## src/rtl/kcl_pkg.sv

```systemverilog
// ----------------------------------------------------------------------------
// kcl_pkg
// Types and constants shared by the keypad code lock core and its step logic.
// ----------------------------------------------------------------------------
package kcl_pkg;

  // code geometry: four BCD digits per code
  localparam int CODE_DIGITS = 4;
  localparam int DIGIT_W     = 4;
  localparam int CODE_W      = CODE_DIGITS * DIGIT_W;
  localparam int COUNT_W     = 3;
  localparam int CFG_IDX_W   = 1;

  // key kinds carried on the input tuser
  typedef enum logic [1:0] {
    CMD_DIGIT = 2'd0,
    CMD_CLEAR = 2'd1,
    CMD_OK    = 2'd2
  } cmd_t;

  // result codes carried on the output tuser
  typedef enum logic [2:0] {
    ST_DIGIT   = 3'd0,
    ST_CLEAR   = 3'd1,
    ST_OPEN    = 3'd2,
    ST_ADMIN   = 3'd3,
    ST_UNKNOWN = 3'd4,
    ST_NEWCODE = 3'd5,
    ST_REJECT  = 3'd6
  } status_t;

  // configuration register indexes
  typedef enum logic [CFG_IDX_W-1:0] {
    REG_ADMIN_CODE     = 1'd0,
    REG_INIT_OPEN_CODE = 1'd1
  } cfg_reg_t;

  // lock state carried between the core and the step logic
  typedef struct packed {
    logic [CODE_W-1:0]  entry_buf;
    logic [COUNT_W-1:0] entry_cnt;
    logic [CODE_W-1:0]  open_code;
    logic               admin;
  } lock_state_t;

endpackage

```

## src/rtl/kcl_step.sv

```systemverilog
// ----------------------------------------------------------------------------
// kcl_step
// Combinational next state and status for one key event.
// ----------------------------------------------------------------------------
module kcl_step (
  input  kcl_pkg::lock_state_t              cur,
  input  logic [1:0]                        command,
  input  logic [kcl_pkg::DIGIT_W-1:0]       digit,
  input  logic [kcl_pkg::CODE_W-1:0]        admin_code,
  output kcl_pkg::lock_state_t              nxt,
  output kcl_pkg::status_t                  status
);

  logic full;
  logic open_hit;
  logic admin_hit;

  // a partial entry never matches a code
  assign full      = (cur.entry_cnt == kcl_pkg::COUNT_W'(kcl_pkg::CODE_DIGITS));
  assign open_hit  = full && (cur.entry_buf == cur.open_code);
  assign admin_hit = full && (cur.entry_buf == admin_code);

  // key decode
  always_comb begin
    nxt    = cur;
    status = kcl_pkg::ST_DIGIT;
    unique case (command)
      kcl_pkg::CMD_DIGIT: begin
        // digits above nine and digits past a full buffer are dropped
        if (digit <= kcl_pkg::DIGIT_W'(9) && !full) begin
          nxt.entry_buf = {cur.entry_buf[kcl_pkg::CODE_W-kcl_pkg::DIGIT_W-1:0], digit};
          nxt.entry_cnt = cur.entry_cnt + kcl_pkg::COUNT_W'(1);
        end
      end
      kcl_pkg::CMD_CLEAR: begin
        nxt.entry_buf = '0;
        nxt.entry_cnt = '0;
        status        = kcl_pkg::ST_CLEAR;
      end
      kcl_pkg::CMD_OK: begin
        nxt.entry_buf = '0;
        nxt.entry_cnt = '0;
        priority if (cur.admin) begin
          nxt.admin = 1'b0;
          if (full && !admin_hit) begin
            nxt.open_code = cur.entry_buf;
            status        = kcl_pkg::ST_NEWCODE;
          end else begin
            status = kcl_pkg::ST_REJECT;
          end
        end else if (open_hit) begin
          status = kcl_pkg::ST_OPEN;
        end else if (admin_hit) begin
          nxt.admin = 1'b1;
          status    = kcl_pkg::ST_ADMIN;
        end else begin
          status = kcl_pkg::ST_UNKNOWN;
        end
      end
      default: begin
        // unused key code: no state change
        nxt    = cur;
        status = kcl_pkg::ST_DIGIT;
      end
    endcase
  end

endmodule

```

## src/rtl/keypad_code_lock_core.sv

```systemverilog
// ----------------------------------------------------------------------------
// keypad_code_lock_core
// Four-digit keypad code lock with an administrator code for setting a new
// opening code.
// ----------------------------------------------------------------------------
// One key event is taken per clock cycle and its result appears on the output
// register in the cycle after the input transfer. Throughput is one item per
// cycle, set by the single step of decode and compare logic between the lock
// state registers and the output register; the output register lets a new key
// be taken while the previous result waits, as long as out_tready is high or
// the register is empty. Writing initial_open_code also reloads the active
// opening code. Configuration writes are taken in any cycle.
module keypad_code_lock_core (
  input  logic                          clk,
  input  logic                          rst_n,
  // key event channel
  input  logic                          in_tvalid,
  output logic                          in_tready,
  input  logic [7:0]                    in_tdata,   // [3:0] digit, zero padded
  input  logic [1:0]                    in_tuser,   // [1:0] command
  // result channel
  output logic                          out_tvalid,
  input  logic                          out_tready,
  output logic [7:0]                    out_tdata,  // [2:0] digits_entered,
                                                    // [3] in_admin_mode, zero padded
  output logic [2:0]                    out_tuser,  // [2:0] status
  // configuration write channel
  input  logic                          cfg_valid,
  output logic                          cfg_ready,
  input  logic [kcl_pkg::CFG_IDX_W-1:0] cfg_index,
  input  logic [kcl_pkg::CODE_W-1:0]    cfg_data
);

  kcl_pkg::lock_state_t state_r;
  kcl_pkg::lock_state_t state_nxt;
  kcl_pkg::lock_state_t step_nxt;
  kcl_pkg::status_t     step_status;

  logic [kcl_pkg::CODE_W-1:0]  admin_code_r;

  logic                        out_valid_r;
  kcl_pkg::status_t            out_status_r;
  logic [kcl_pkg::COUNT_W-1:0] out_cnt_r;
  logic                        out_admin_r;

  logic in_xfer;
  logic out_xfer;
  logic cfg_xfer;

  assign in_tready = !out_valid_r || out_tready;
  assign in_xfer   = in_tvalid && in_tready;
  assign out_xfer  = out_tvalid && out_tready;
  assign cfg_ready = 1'b1;
  assign cfg_xfer  = cfg_valid && cfg_ready;

  // step logic
  kcl_step u_step (
    .cur        (state_r),
    .command    (in_tuser),
    .digit      (in_tdata[kcl_pkg::DIGIT_W-1:0]),
    .admin_code (admin_code_r),
    .nxt        (step_nxt),
    .status     (step_status)
  );

  // state update, configuration reload of the opening code wins
  always_comb begin
    state_nxt = state_r;
    if (in_xfer) begin
      state_nxt = step_nxt;
    end
    if (cfg_xfer && cfg_index == kcl_pkg::REG_INIT_OPEN_CODE) begin
      state_nxt.open_code = cfg_data;
    end
  end

  // lock state and admin code registers
  always_ff @(posedge clk) begin
    if (!rst_n) begin
      state_r      <= '0;
      admin_code_r <= '0;
    end else begin
      state_r <= state_nxt;
      if (cfg_xfer && cfg_index == kcl_pkg::REG_ADMIN_CODE) begin
        admin_code_r <= cfg_data;
      end
    end
  end

  // output register valid
  always_ff @(posedge clk) begin
    if (!rst_n) begin
      out_valid_r <= 1'b0;
    end else if (in_xfer) begin
      out_valid_r <= 1'b1;
    end else if (out_xfer) begin
      out_valid_r <= 1'b0;
    end
  end

  // output register payload
  always_ff @(posedge clk) begin
    if (in_xfer) begin
      out_status_r <= step_status;
      out_cnt_r    <= step_nxt.entry_cnt;
      out_admin_r  <= step_nxt.admin;
    end
  end

  assign out_tvalid = out_valid_r;
  assign out_tuser  = out_status_r;
  assign out_tdata  = {4'b0000, out_admin_r, out_cnt_r};

  // entry count never passes the code length
  a_cnt_range: assert property (@(posedge clk) disable iff (!rst_n)
    state_r.entry_cnt <= kcl_pkg::COUNT_W'(kcl_pkg::CODE_DIGITS))
    else $error("entry count beyond code length");

  // every accepted key yields a result in the next cycle
  a_result_follows: assert property (@(posedge clk) disable iff (!rst_n)
    in_xfer |=> out_valid_r)
    else $error("accepted key gave no result");

  // an OK key always empties the buffer
  a_ok_empties: assert property (@(posedge clk) disable iff (!rst_n)
    (in_xfer && in_tuser == kcl_pkg::CMD_OK) |=> (state_r.entry_cnt == '0))
    else $error("buffer not emptied after OK");

  // admin mode is only entered with the admin status
  a_admin_entry: assert property (@(posedge clk) disable iff (!rst_n)
    $rose(state_r.admin) |-> (out_valid_r && out_status_r == kcl_pkg::ST_ADMIN))
    else $error("admin mode entered without admin status");

  // reported mode matches the lock state right after a transfer
  a_mode_report: assert property (@(posedge clk) disable iff (!rst_n)
    in_xfer |=> (out_admin_r == state_r.admin))
    else $error("reported admin mode differs from state");

endmodule

```

## config.mk

```make
export PLATFORM = sky130hd
export DESIGN_NAME = keypad_code_lock_core
export DESIGN_NICKNAME = d
export VERILOG_FILES = /design/src/rtl/kcl_pkg.sv /design/src/rtl/kcl_step.sv /design/src/rtl/keypad_code_lock_core.sv
export SDC_FILE = /design/constraint.sdc
export NUM_CORES = 1
export LEC_CHECK = 0
export ABC_AREA = 1
export BUFFER_PORTS_ARGS = -buffer_cell sky130_fd_sc_hd__buf_2
export CORE_MARGIN = 4
export CORE_UTILIZATION = 35
export CTS_CLUSTER_SIZE = 14
export DETAILED_ROUTE_END_ITERATION = 7
export GPL_TIMING_DRIVEN = 0
export MAX_ROUTING_LAYER = met4
export PLACE_DENSITY = 0.62
export SLEW_MARGIN = 20
export SYNTH_ARGS = -nofsm -noshare
export SYNTH_HDL_FRONTEND = slang
export SYNTH_SLANG_ARGS = --single-unit
```

## constraint.sdc

```tcl
create_clock -name clk -period 1.7 [get_ports clk]
set_input_delay 0.17 -clock clk [delete_from_list [all_inputs] [get_ports clk]]
set_output_delay 0.17 -clock clk [all_outputs]
set_load 0.02 [all_outputs]
```

## Word-level counts from Yosys, hierarchy flattened

Index checks and enable logic that the tools add are counted.

| cells by class | value |
|---|---|
| add/subtract/negate cells | 1 |
| $lt $le $gt $ge | 1 |
| equal/unequal tests | 6 |
| mux-type cells | 17 |
| bitwise operators | 1 |
| reduce and logical (&&, ||, !) cells | 22 |

Operators with widths:

| operator | number |
|---|---|
| 16-bit two-way mux | 3 |
| 19-bit case mux with 2 select lines | 1 |
| 17-bit two-way mux | 2 |
| 16-bit equality test | 2 |
| 19-bit two-way mux | 1 |
| 2-bit nonzero test | 6 |
| 3-bit two-way mux | 3 |
| 1-bit logical AND | 8 |
| 3-bit case mux with 2 select lines | 1 |
| 1-bit two-way mux | 5 |
| 4-bit less-or-equal comparator (second input constant) | 1 |
| 4-bit AND reduction | 1 |
| 3-bit by 1-bit adder with 3-bit output (second input constant) | 1 |
| 3-bit equality test (second input constant) | 1 |
| 1-bit zero test | 3 |
| 3-bit AND reduction | 1 |
| 2-bit by 1-bit equality test with 1-bit output (second input constant) | 1 |
| 2-bit equality test (second input constant) | 1 |
| 2-bit zero test | 1 |
| 2-bit two-way mux | 1 |
| 2-bit by 1-bit inequality test with 1-bit output (second input constant) | 1 |
| 2-bit OR reduction | 1 |
| 1-bit logical OR | 1 |
| 1-bit NOT | 1 |

| word-level totals | value |
|---|---|
| register bits after elaboration | 60 |
| bits of input ports | 32 |
| output and inout port bits | 14 |
| logic and storage cells | 57 |

## Depth between registers and ports, before layout

Gate-level depths: netlist of run 1.

| logic depth | value |
|---|---|
| depth after elaboration | 9 |
| depth in mapped cells | 13 |
| depth with buffers taken out | 12 |

## Hierarchy

Synthesis of run 1 repeated with hierarchy kept, for this count alone.

| unflattened totals | value |
|---|---|
| cell total of the unflattened synthesis | 593 |
| area total of the unflattened synthesis | 3806.2 um2 |

Modules (own cells, without submodules):

| module | instances | cells each | area an instance (um2) | seq. area each (um2) |
|---|---|---|---|---|
| keypad_code_lock_core | 1 | 317 | 2451.1 | 1271.2 |
| kcl_step | 1 | 276 | 1355.0 | 0.0 |

## Worst setup path after synthesis of run 1

Ideal clock, no wire load.

| timing path | value |
|---|---|
| path type | reg-to-reg |
| start | register state_r[17] in the netlist's numbering |
| end | register state_r[34] in the netlist's numbering |
| library setup time | 0.086 ns |
| arrival | 1.560 ns |
| data required time | 1.614 ns |
| setup slack | 0.055 ns |
| cell stages (with the launch flop) | 11 |
| buffers on the path | 1 |
| cells stage by stage | dfxtp_1 inv_1 ha_1 nand2_1 inv_2 nor2_1 nand2_1 nor2_4 buf_4 a21oi_1 a211oi_1 |

| between the ends | value |
|---|---|
| cells in the longest elaborated chain, start to end | 5 |

RTL lines:

| item | line | text |
|---|---|---|
| start, declared | keypad_code_lock_core.sv:34 | `kcl_pkg::lock_state_t state_r;` |
| start signal, assigned | keypad_code_lock_core.sv:83 | `state_r <= state_nxt;` |
| 3-bit equality test | kcl_step.sv:19 | `assign full = (cur.entry_cnt == kcl_pkg::COUNT_W'(kcl_pkg::CODE_DIGITS));` |
| 1-bit zero test | kcl_step.sv:30 | `if (digit <= kcl_pkg::DIGIT_W'(9) && !full) begin` |
| 1-bit logical AND | kcl_step.sv:30 |  |
| 2-bit by 1-bit inequality test with 1-bit output (no source line) | - |  |
| 3-bit AND reduction (no source line) | - |  |

No other way between the ends.
A chain may end at the register's enable or synchronous reset.

## Final worst setup path of run 1

| timing path | value |
|---|---|
| start | register state_r[17] in the netlist's numbering |
| end | register state_r[33] in the netlist's numbering |

Same word-level chain as after synthesis.

==> reports/summary.txt, run 1 <==
=====================================================================================
Result of the run                                                        finished clean
Avg WL per Cell                                                              15.08 um
Layout net count                                                                  645
Placeable core region                                                        9729 um2
Global-route wire length before repair                                       17.08 mm
Total of warnings raised by yosys                                                   0
Number of enable-type register cells in the synthesized netlist                     7
Number of buffer cells added on primary ports                                      33
Share of the yosys chip area belonging to registers                            0.3648
Overall global routing resource usage                                          0.1929
Row count                                                                          36
Layout Area Growth over Synthesis                                              32.71%
CP startpoint kind                                                          flip-flop
Peak supply drop                                                            0.3124 mV
Total count of max-transition violations in the final report                        0
Post-route cell area                                                         4624 um2
Number of levels in the clock H-tree                                                3
Routed Wire Length                                                           11.22 mm
Capture point of the worst path                                           state_r[33]
Number of optimization iterations in the first detailed-route pass                  5
Cell at the root of the clock tree                                       sky130_fd_sc_hd__clkbuf_8
Cell types occupying the most area after synthesis                       sky130_fd_sc_hd__dfxtp_1 (30%), sky130_fd_sc_hd__nand2_1 (17%), sky130_fd_sc_hd__nand3_1 (7.5%)
Clock tree from TritonCTS                                                         yes
Die Span Y                                                                   107.8 um
Routed vias/inst                                                                5.039
Adder-cell share of the synthesized area                                      0.02154
Final design utilization                                                       0.4753
Number of ports placed on the die boundary                                         46
Cell type of the slowest stage on the worst timing path                  sky130_fd_sc_hd__dfxtp_2
Area fraction in compound gates after synthesis                                0.1289
Count of routing violations after the opening detailed-route iteration            289
Relative slew slack                                                            0.4605
Antenna-violating nets left                                                         0
Initial antenna violation count                                                     0
Total congestion overflow after global routing                                      0
Critical Path Max Stage Delay                                                 0.35 ns
Combinational family with the most area after synthesis                  simple AND/OR/NAND/NOR gates
Num Clock Sinks                                                                    60
Die area                                                                    11620 um2
Count of antenna diodes in the layout                                               0
Worst Skew                                                                0.007547 ns
Worst skew pair latency                                                       0.35 ns
Via Count                                                                        3749
Required time of the critical path                                            1.95 ns
Non-filler instance count after layout                                            744
Post-synthesis xor/xnor area fraction                                        0.002513
Number of fill cells in the layout                                               1004
Clk slew on worst S/H paths                                                   0.07 ns
Internal reg-to-reg setup slack                                               0.02 ns
Logic depth of the worst path, buffers included                                    10
Signal arrival time at the worst endpoint                                     1.93 ns
Pleak                                                                        2.164 nW
Number of storage elements in the synthesis netlist                                60
Endpoints failing hold                                                              0
Half-perimeter wire length after detailed placement                          7.196 mm
Setup WS pre-CTS                                                           -0.3418 ns
Actual transition at the worst max-transition pin                           0.8093 ns
Die X                                                                        107.8 um
Count of cells along the worst register-to-register path                           10
Final number of setup-violating endpoints                                           0
Total of max-cap violations                                                         0
Post-synth top area share                                                      0.3045
Cell count after placement                                                        702
Post-synthesis cell type with the largest combined area                  sky130_fd_sc_hd__dfxtp_1
Worst R2R Start                                                           state_r[17]
Initial Util                                                                   0.3582
Number of global-route vias before repair                                        3496
Share of cell area taken by muxes after synthesis                                   0
Time the final worst path needs with I/O delays and setup                    1.678 ns
RSZ-0062 raised after global routing                                             true
Pin count of the biggest net entering global routing                               16
Startpoint of the lowest-slack hold path                                   out_tready
Endpoint type of the worst setup path                                       flip-flop
Share of the clock period used by the worst path                               0.9869
DRC viols                                                                           0
Class of the tightest hold or removal check                              primary input to flip-flop
TritonCTS buffer count                                                              9
Crit path max fanout                                                                5
Combined area of the multi-input logic cells                                 2008 um2
Top library cells by usage in the layout, fill and taps aside            sky130_fd_sc_hd__nand2_1 (146), sky130_fd_sc_hd__nand3_1 (51), sky130_fd_sc_hd__inv_1 (50)
Combined area of all synthesized cells                                       3485 um2
Type of the worst setup path                                             flip-flop to flip-flop
Average footprint of a synthesized cell                                     6.538 um2
Top achievable clock speed                                                  596.0 MHz
Fraction of final layout cells with drive strength greater than 1              0.3224
Placed Instance Area                                                         3827 um2
Post-Synth Simple-Gate Area                                                    0.3573
Number of buffers between clock root and the deepest sink                           2
Proportion of synthesized flip-flops having asynchronous set or reset               0
Leading cell type in the layout, fill and taps excluded                  sky130_fd_sc_hd__nand2_1
Predominant post-synthesis flop cell                                     sky130_fd_sc_hd__dfxtp_1
Count of different cell masters after synthesis                                    31
Launching instance or port of the critical path                           state_r[17]
Setup ws final                                                             0.02224 ns
Pwr dens                                                                 848.9 nW/um2
Worst reg2reg path endpoint                                               state_r[33]
Crit path buffers/inverters                                                         3
Sequential Area                                                              1325 um2
Routability congestion estimate                                                0.9093
Worst path top cell family by delay                                      simple AND/OR/NAND/NOR gates
Gate count of the mapped netlist                                                  533
Total of hold buffers inserted after clock tree synthesis                           0
Chain of cells forming the critical path                                 inv_2, ha_4, nand2_4, inv_8, nor2_4, nand2_4, nor2_4, clkbuf_16, a21oi_2, a211oi_2
=====================================================================================
-- flip-flops by register name, summed over array words and instances, names as in the netlist --
register      cells
state_r          36
admin_code_r     16
out_cnt_r         3
out_tuser         3
out_admin_r       1
out_tvalid        1
-- worst register-to-register path, stage by stage, from the launching register on --
cell                        delay [ns]
sky130_fd_sc_hd__dfxtp_2          0.35
sky130_fd_sc_hd__inv_2            0.06
sky130_fd_sc_hd__ha_4             0.16
sky130_fd_sc_hd__nand2_4          0.08
sky130_fd_sc_hd__inv_8            0.05
sky130_fd_sc_hd__nor2_4           0.16
sky130_fd_sc_hd__nand2_4          0.10
sky130_fd_sc_hd__nor2_4           0.20
sky130_fd_sc_hd__clkbuf_16        0.20
sky130_fd_sc_hd__a21oi_2          0.07
sky130_fd_sc_hd__a211oi_2         0.16
-- metal layers --
| metal | GRT usage | share of wire | vias to the layer above |
|---|---|---|---|
| met5 | - | 0 | - |
| met3 | 0.03119 | 0.073 | 28 |
| met1 | 0.2534 | 0.45 | 1724 |
| li1 | - | - | 1842 |
| met2 | 0.2988 | 0.45 | 155 |
| met4 | 0.07304 | 0.026 | 0 |
-- where the power goes --
part	internal, W	switching (W)	total (W)
sequential	0.00154	0.0000874	0.00163
clock	0.000749	0.000580	0.00133
combinational	0.000377	0.000594	0.000971
-- stage by stage --
| stage | power [W] | hold slack, ns | TNS (ns) |
|---|---|---|---|
| 3_5_place_dp | 0.002385 | 0.4566 | -6.247 |
| 4_1_cts | 0.003741 | 0.09635 | 0 |
| 6_report | 0.003926 | 0.1104 | 0 |
| 5_1_grt | 0.004104 | 0.1339 | -0.9605 |
| 3_3_place_gp | 0.002375 | 0.4475 | -5.214 |
| 2_1_floorplan | 0.002167 | 0.3608 | 0 |
-- how the worst min path moves through the flow --
stage | end | cells past startpoint
3_5_place_dp | out_tvalid | 4
3_3_place_gp | out_tvalid | 4
4_1_cts | out_tvalid | 4
6_report | out_tvalid | 4
2_1_floorplan | admin_code_r[0] | 2
5_1_grt | out_tvalid | 4
-- final cells by class --
| class | instances | area share |
|---|---|---|
| multi-input cells | 376 | 0.4343 |
| flip-flops and latches | 60 | 0.2865 |
| repair buffers | 60 | 0.09334 |
| inverters | 72 | 0.06385 |
| plain buffers | 28 | 0.04410 |
| well taps | 133 | 0.03598 |
| clock buffers | 13 | 0.03436 |
| clock inverters | 2 | 0.007576 |
-- logic make-up after synthesis --
logic type               after synthesis
AO/OA/AOI/OAI                         81
XOR/XNOR                               1
adder cells (fa/ha/maj)                6
buffers and inverters                100
flip-flops                            60
other                                  2
AND/OR/NAND/NOR                      283
-- cell usage after synthesis (8+ instances only) --
master                     number
sky130_fd_sc_hd__clkbuf_1      16
sky130_fd_sc_hd__inv_2         11
sky130_fd_sc_hd__nand2_1      155
sky130_fd_sc_hd__a211oi_1      15
sky130_fd_sc_hd__inv_1         59
sky130_fd_sc_hd__nor2_2        21
sky130_fd_sc_hd__dfxtp_1       53
sky130_fd_sc_hd__nor2_1        41
sky130_fd_sc_hd__nand3_1       52
sky130_fd_sc_hd__o21ai_0       23
sky130_fd_sc_hd__buf_4          8
sky130_fd_sc_hd__a21oi_1       40
-- timing repair --
item	in CTS	in global routing
resized for setup	37	87
buffers inserted	8	15
cloned	0	4
pin swaps	5	21
setup endpoints to repair	35	37
(Power assumes the default switching activity.)
==> run 2: changes to the inputs <==
CORE_ASPECT_RATIO = 1.25   (was default)
==> run 2 against run 1 <==
Register-to-register slack lost 0.02 ns. Final cell count shrank 1.2%. Sequential share of layout area shrank 0.76 points. First-iteration DRC count shrank 11%. Flip-flop and latch count is the same. Wire length shrank 1.9%. Via count shrank 1.4%. Clock-buffer cell count grew 1. Clock skew is essentially flat. Critical endpoint is now state_r[13]. Highest routed layer unchanged.
==> reports/summary.txt, run 2 (synthesized netlist as in run 1, its figures left out) <==
=====================================================================================
Result of the run                                                        finished clean
Avg WL per Cell                                                              14.97 um
Antenna-violating nets left                                                         0
Fraction of final layout cells with drive strength greater than 1              0.3350
Initial antenna violation count                                                     0
Global-route wire length before repair                                       16.59 mm
Top reg by flops                                                              state_r
Number of global-route vias before repair                                        3445
Endpoints failing hold                                                              0
Half-perimeter wire length after detailed placement                          7.187 mm
Routed vias/inst                                                                5.027
Relative slew slack                                                            0.5240
Signal arrival time at the worst endpoint                                     1.92 ns
Total count of max-transition violations in the final report                        0
Die area                                                                    11630 um2
Number of optimization iterations in the first detailed-route pass                  6
Number of ports placed on the die boundary                                         46
Overall global routing resource usage                                          0.1841
Layout net count                                                                  642
Flip-flop count of the largest register after layout                               36
Switching Share                                                                0.3053
Number of buffer cells added on primary ports                                      33
Clk slew on worst S/H paths                                                   0.06 ns
Post-route cell area                                                         4763 um2
Final Power                                                                0.004379 W
RSZ-0062 raised after global routing                                             true
Required time of the critical path                                            1.93 ns
Endpoint type of the worst setup path                                       flip-flop
Biggest registers after layout                                           state_r x36, admin_code_r x16
Top library cells by usage in the layout, fill and taps aside            sky130_fd_sc_hd__nand2_1 (139), sky130_fd_sc_hd__inv_1 (52), sky130_fd_sc_hd__nand3_1 (52)
Total congestion overflow after global routing                                      0
Crit path max fanout                                                                8
Pleak                                                                        2.213 nW
Share of power burned in combinational logic                                    0.229
Die Span Y                                                                   119.6 um
Cell at the root of the clock tree                                       sky130_fd_sc_hd__clkbuf_16
Placeable core region                                                        9659 um2
Class of the tightest hold or removal check                              primary input to flip-flop
Count of antenna diodes in the layout                                               0
Setup_tns                                                                        0 ns
Final number of setup-violating endpoints                                           0
TritonCTS buffer count                                                              9
Placed Instance Area                                                         3819 um2
Number of fill cells in the layout                                                918
Die X                                                                        97.25 um
Time the final worst path needs with I/O delays and setup                    1.697 ns
Leading cell type in the layout, fill and taps excluded                  sky130_fd_sc_hd__nand2_1
Type of the worst setup path                                             flip-flop to flip-flop
Worst skew pair latency                                                       0.33 ns
Clock tree from TritonCTS                                                         yes
Worst Skew                                                                0.007474 ns
Via Count                                                                        3695
Pwr dens                                                                 919.4 nW/um2
Initial Util                                                                   0.3608
CP startpoint kind                                                          flip-flop
Internal power summed over all cells                                       0.003042 W
Top achievable clock speed                                                  589.2 MHz
Count of routing violations after the opening detailed-route iteration            258
Layout Area Growth over Synthesis                                              36.70%
Non-filler instance count after layout                                            735
Total of max-cap violations                                                         0
Switching component of the power                                           0.001337 W
Row count                                                                          40
Pin count of the biggest net entering global routing                               15
Number of buffers between clock root and the deepest sink                           2
Peak supply drop                                                            0.4829 mV
Clock share of power                                                            0.398
Sequential cell fraction of total power                                         0.373
Actual transition at the worst max-transition pin                           0.7139 ns
Routability congestion estimate                                                0.8797
Num Clock Sinks                                                                    60
Total of hold buffers inserted after clock tree synthesis                           0
DRC viols                                                                           0
Share of the clock period used by the worst path                               0.9983
Final design utilization                                                       0.4931
Routed Wire Length                                                           11.01 mm
Number of levels in the clock H-tree                                                3
Cell count after placement                                                        695
=====================================================================================
[run 2: changes by cell type in the layout (fill, tap and decap cells not counted), moves of 2 or more]
cell	previous run	this run
sky130_fd_sc_hd__clkbuf_16	3	13
sky130_fd_sc_hd__clkbuf_8	11	3
sky130_fd_sc_hd__inv_2	16	8
sky130_fd_sc_hd__inv_4	2	10
sky130_fd_sc_hd__nand2_1	146	139
sky130_fd_sc_hd__nand2_2	8	15
sky130_fd_sc_hd__buf_4	27	22
sky130_fd_sc_hd__nor2_1	33	28
sky130_fd_sc_hd__nor2_4	5	8
sky130_fd_sc_hd__a21oi_1	28	30
sky130_fd_sc_hd__buf_8	1	3
sky130_fd_sc_hd__inv_1	50	52
sky130_fd_sc_hd__nor2_2	26	28
[run 2: routing by layer]
| layer | part of all wire | GRT usage | up-vias |
|---|---|---|---|
| met5 | 0 | - | - |
| met4 | 0.052 | 0.08918 | 0 |
| met3 | 0.045 | 0.02965 | 54 |
| met2 | 0.51 | 0.3277 | 122 |
| met1 | 0.39 | 0.1996 | 1691 |
| li1 | - | - | 1828 |
[run 2: per-stage QoR]
| step | hold slack [ns] | setup WS [ns] |
|---|---|---|
| after floorplan | 0.3608 | 0.05452 |
| after global placement | 0.4498 | -0.2576 |
| after detailed placement | 0.4595 | -0.2714 |
| after CTS | 0.1142 | 0.01025 |
| after global routing | 0.1519 | -0.08038 |
| final | 0.1156 | 0.002861 |
[run 2: repair_timing]
| item | in CTS | in global routing |
|---|---|---|
| setup buffers | 10 | 8 |
| pin swaps | 5 | 26 |
| gates resized for setup | 48 | 91 |
| cloned | 1 | 5 |
| setup endpoints to repair | 35 | 36 |
[run 2: final timing paths]
| check | to | from | slack [ns] | cells past startpoint |
|---|---|---|---|---|
| worst max register to register | state_r[13] | state_r[18] | 0.003 | 12 |
| worst min-delay path | out_tvalid | out_tready | 0.12 | 4 |
| worst min register to register | admin_code_r[6] | admin_code_r[6] | 0.47 | 2 |
| worst max-delay path | state_r[13] | state_r[18] | 0.003 | 12 |
[run 2: final cells by class]
cell class | count | area, um2 | share of cell area
Buffer | 28 | 202.7 | 0.04255
Clock buffer | 14 | 274.0 | 0.05753
Clock inverter | 2 | 10.01 | 0.002101
Inverter | 72 | 302.8 | 0.06357
Multi-Input combinational cell | 376 | 2041 | 0.4284
Sequential cell | 60 | 1329 | 0.2790
Tap cell | 126 | 157.7 | 0.03310
Timing Repair Buffer | 57 | 446.7 | 0.09377
[run 2: critical path, cell delays in order, from the launching register on]
cell and delay [ns]:
sky130_fd_sc_hd__dfxtp_2 0.33, sky130_fd_sc_hd__inv_2 0.08, sky130_fd_sc_hd__ha_4 0.15, sky130_fd_sc_hd__nand2_4 0.05, sky130_fd_sc_hd__inv_4 0.09, sky130_fd_sc_hd__buf_6 0.11, sky130_fd_sc_hd__buf_4 0.11, sky130_fd_sc_hd__nand4_4 0.16
sky130_fd_sc_hd__nand2_4 0.16, sky130_fd_sc_hd__inv_8 0.06, sky130_fd_sc_hd__clkbuf_16 0.16, sky130_fd_sc_hd__nor2_2 0.09, sky130_fd_sc_hd__nor2_2 0.04
[run 2: power groups by stage]
stage          Combinational, W  Clock, W  Sequential, W
2_1_floorplan          0.000525         0        0.00164
3_3_place_gp           0.000732         0        0.00165
3_5_place_dp           0.000740         0        0.00165
4_1_cts                0.000828   0.00175        0.00163
5_1_grt                 0.00110   0.00182        0.00165
6_report                0.00100   0.00174        0.00163
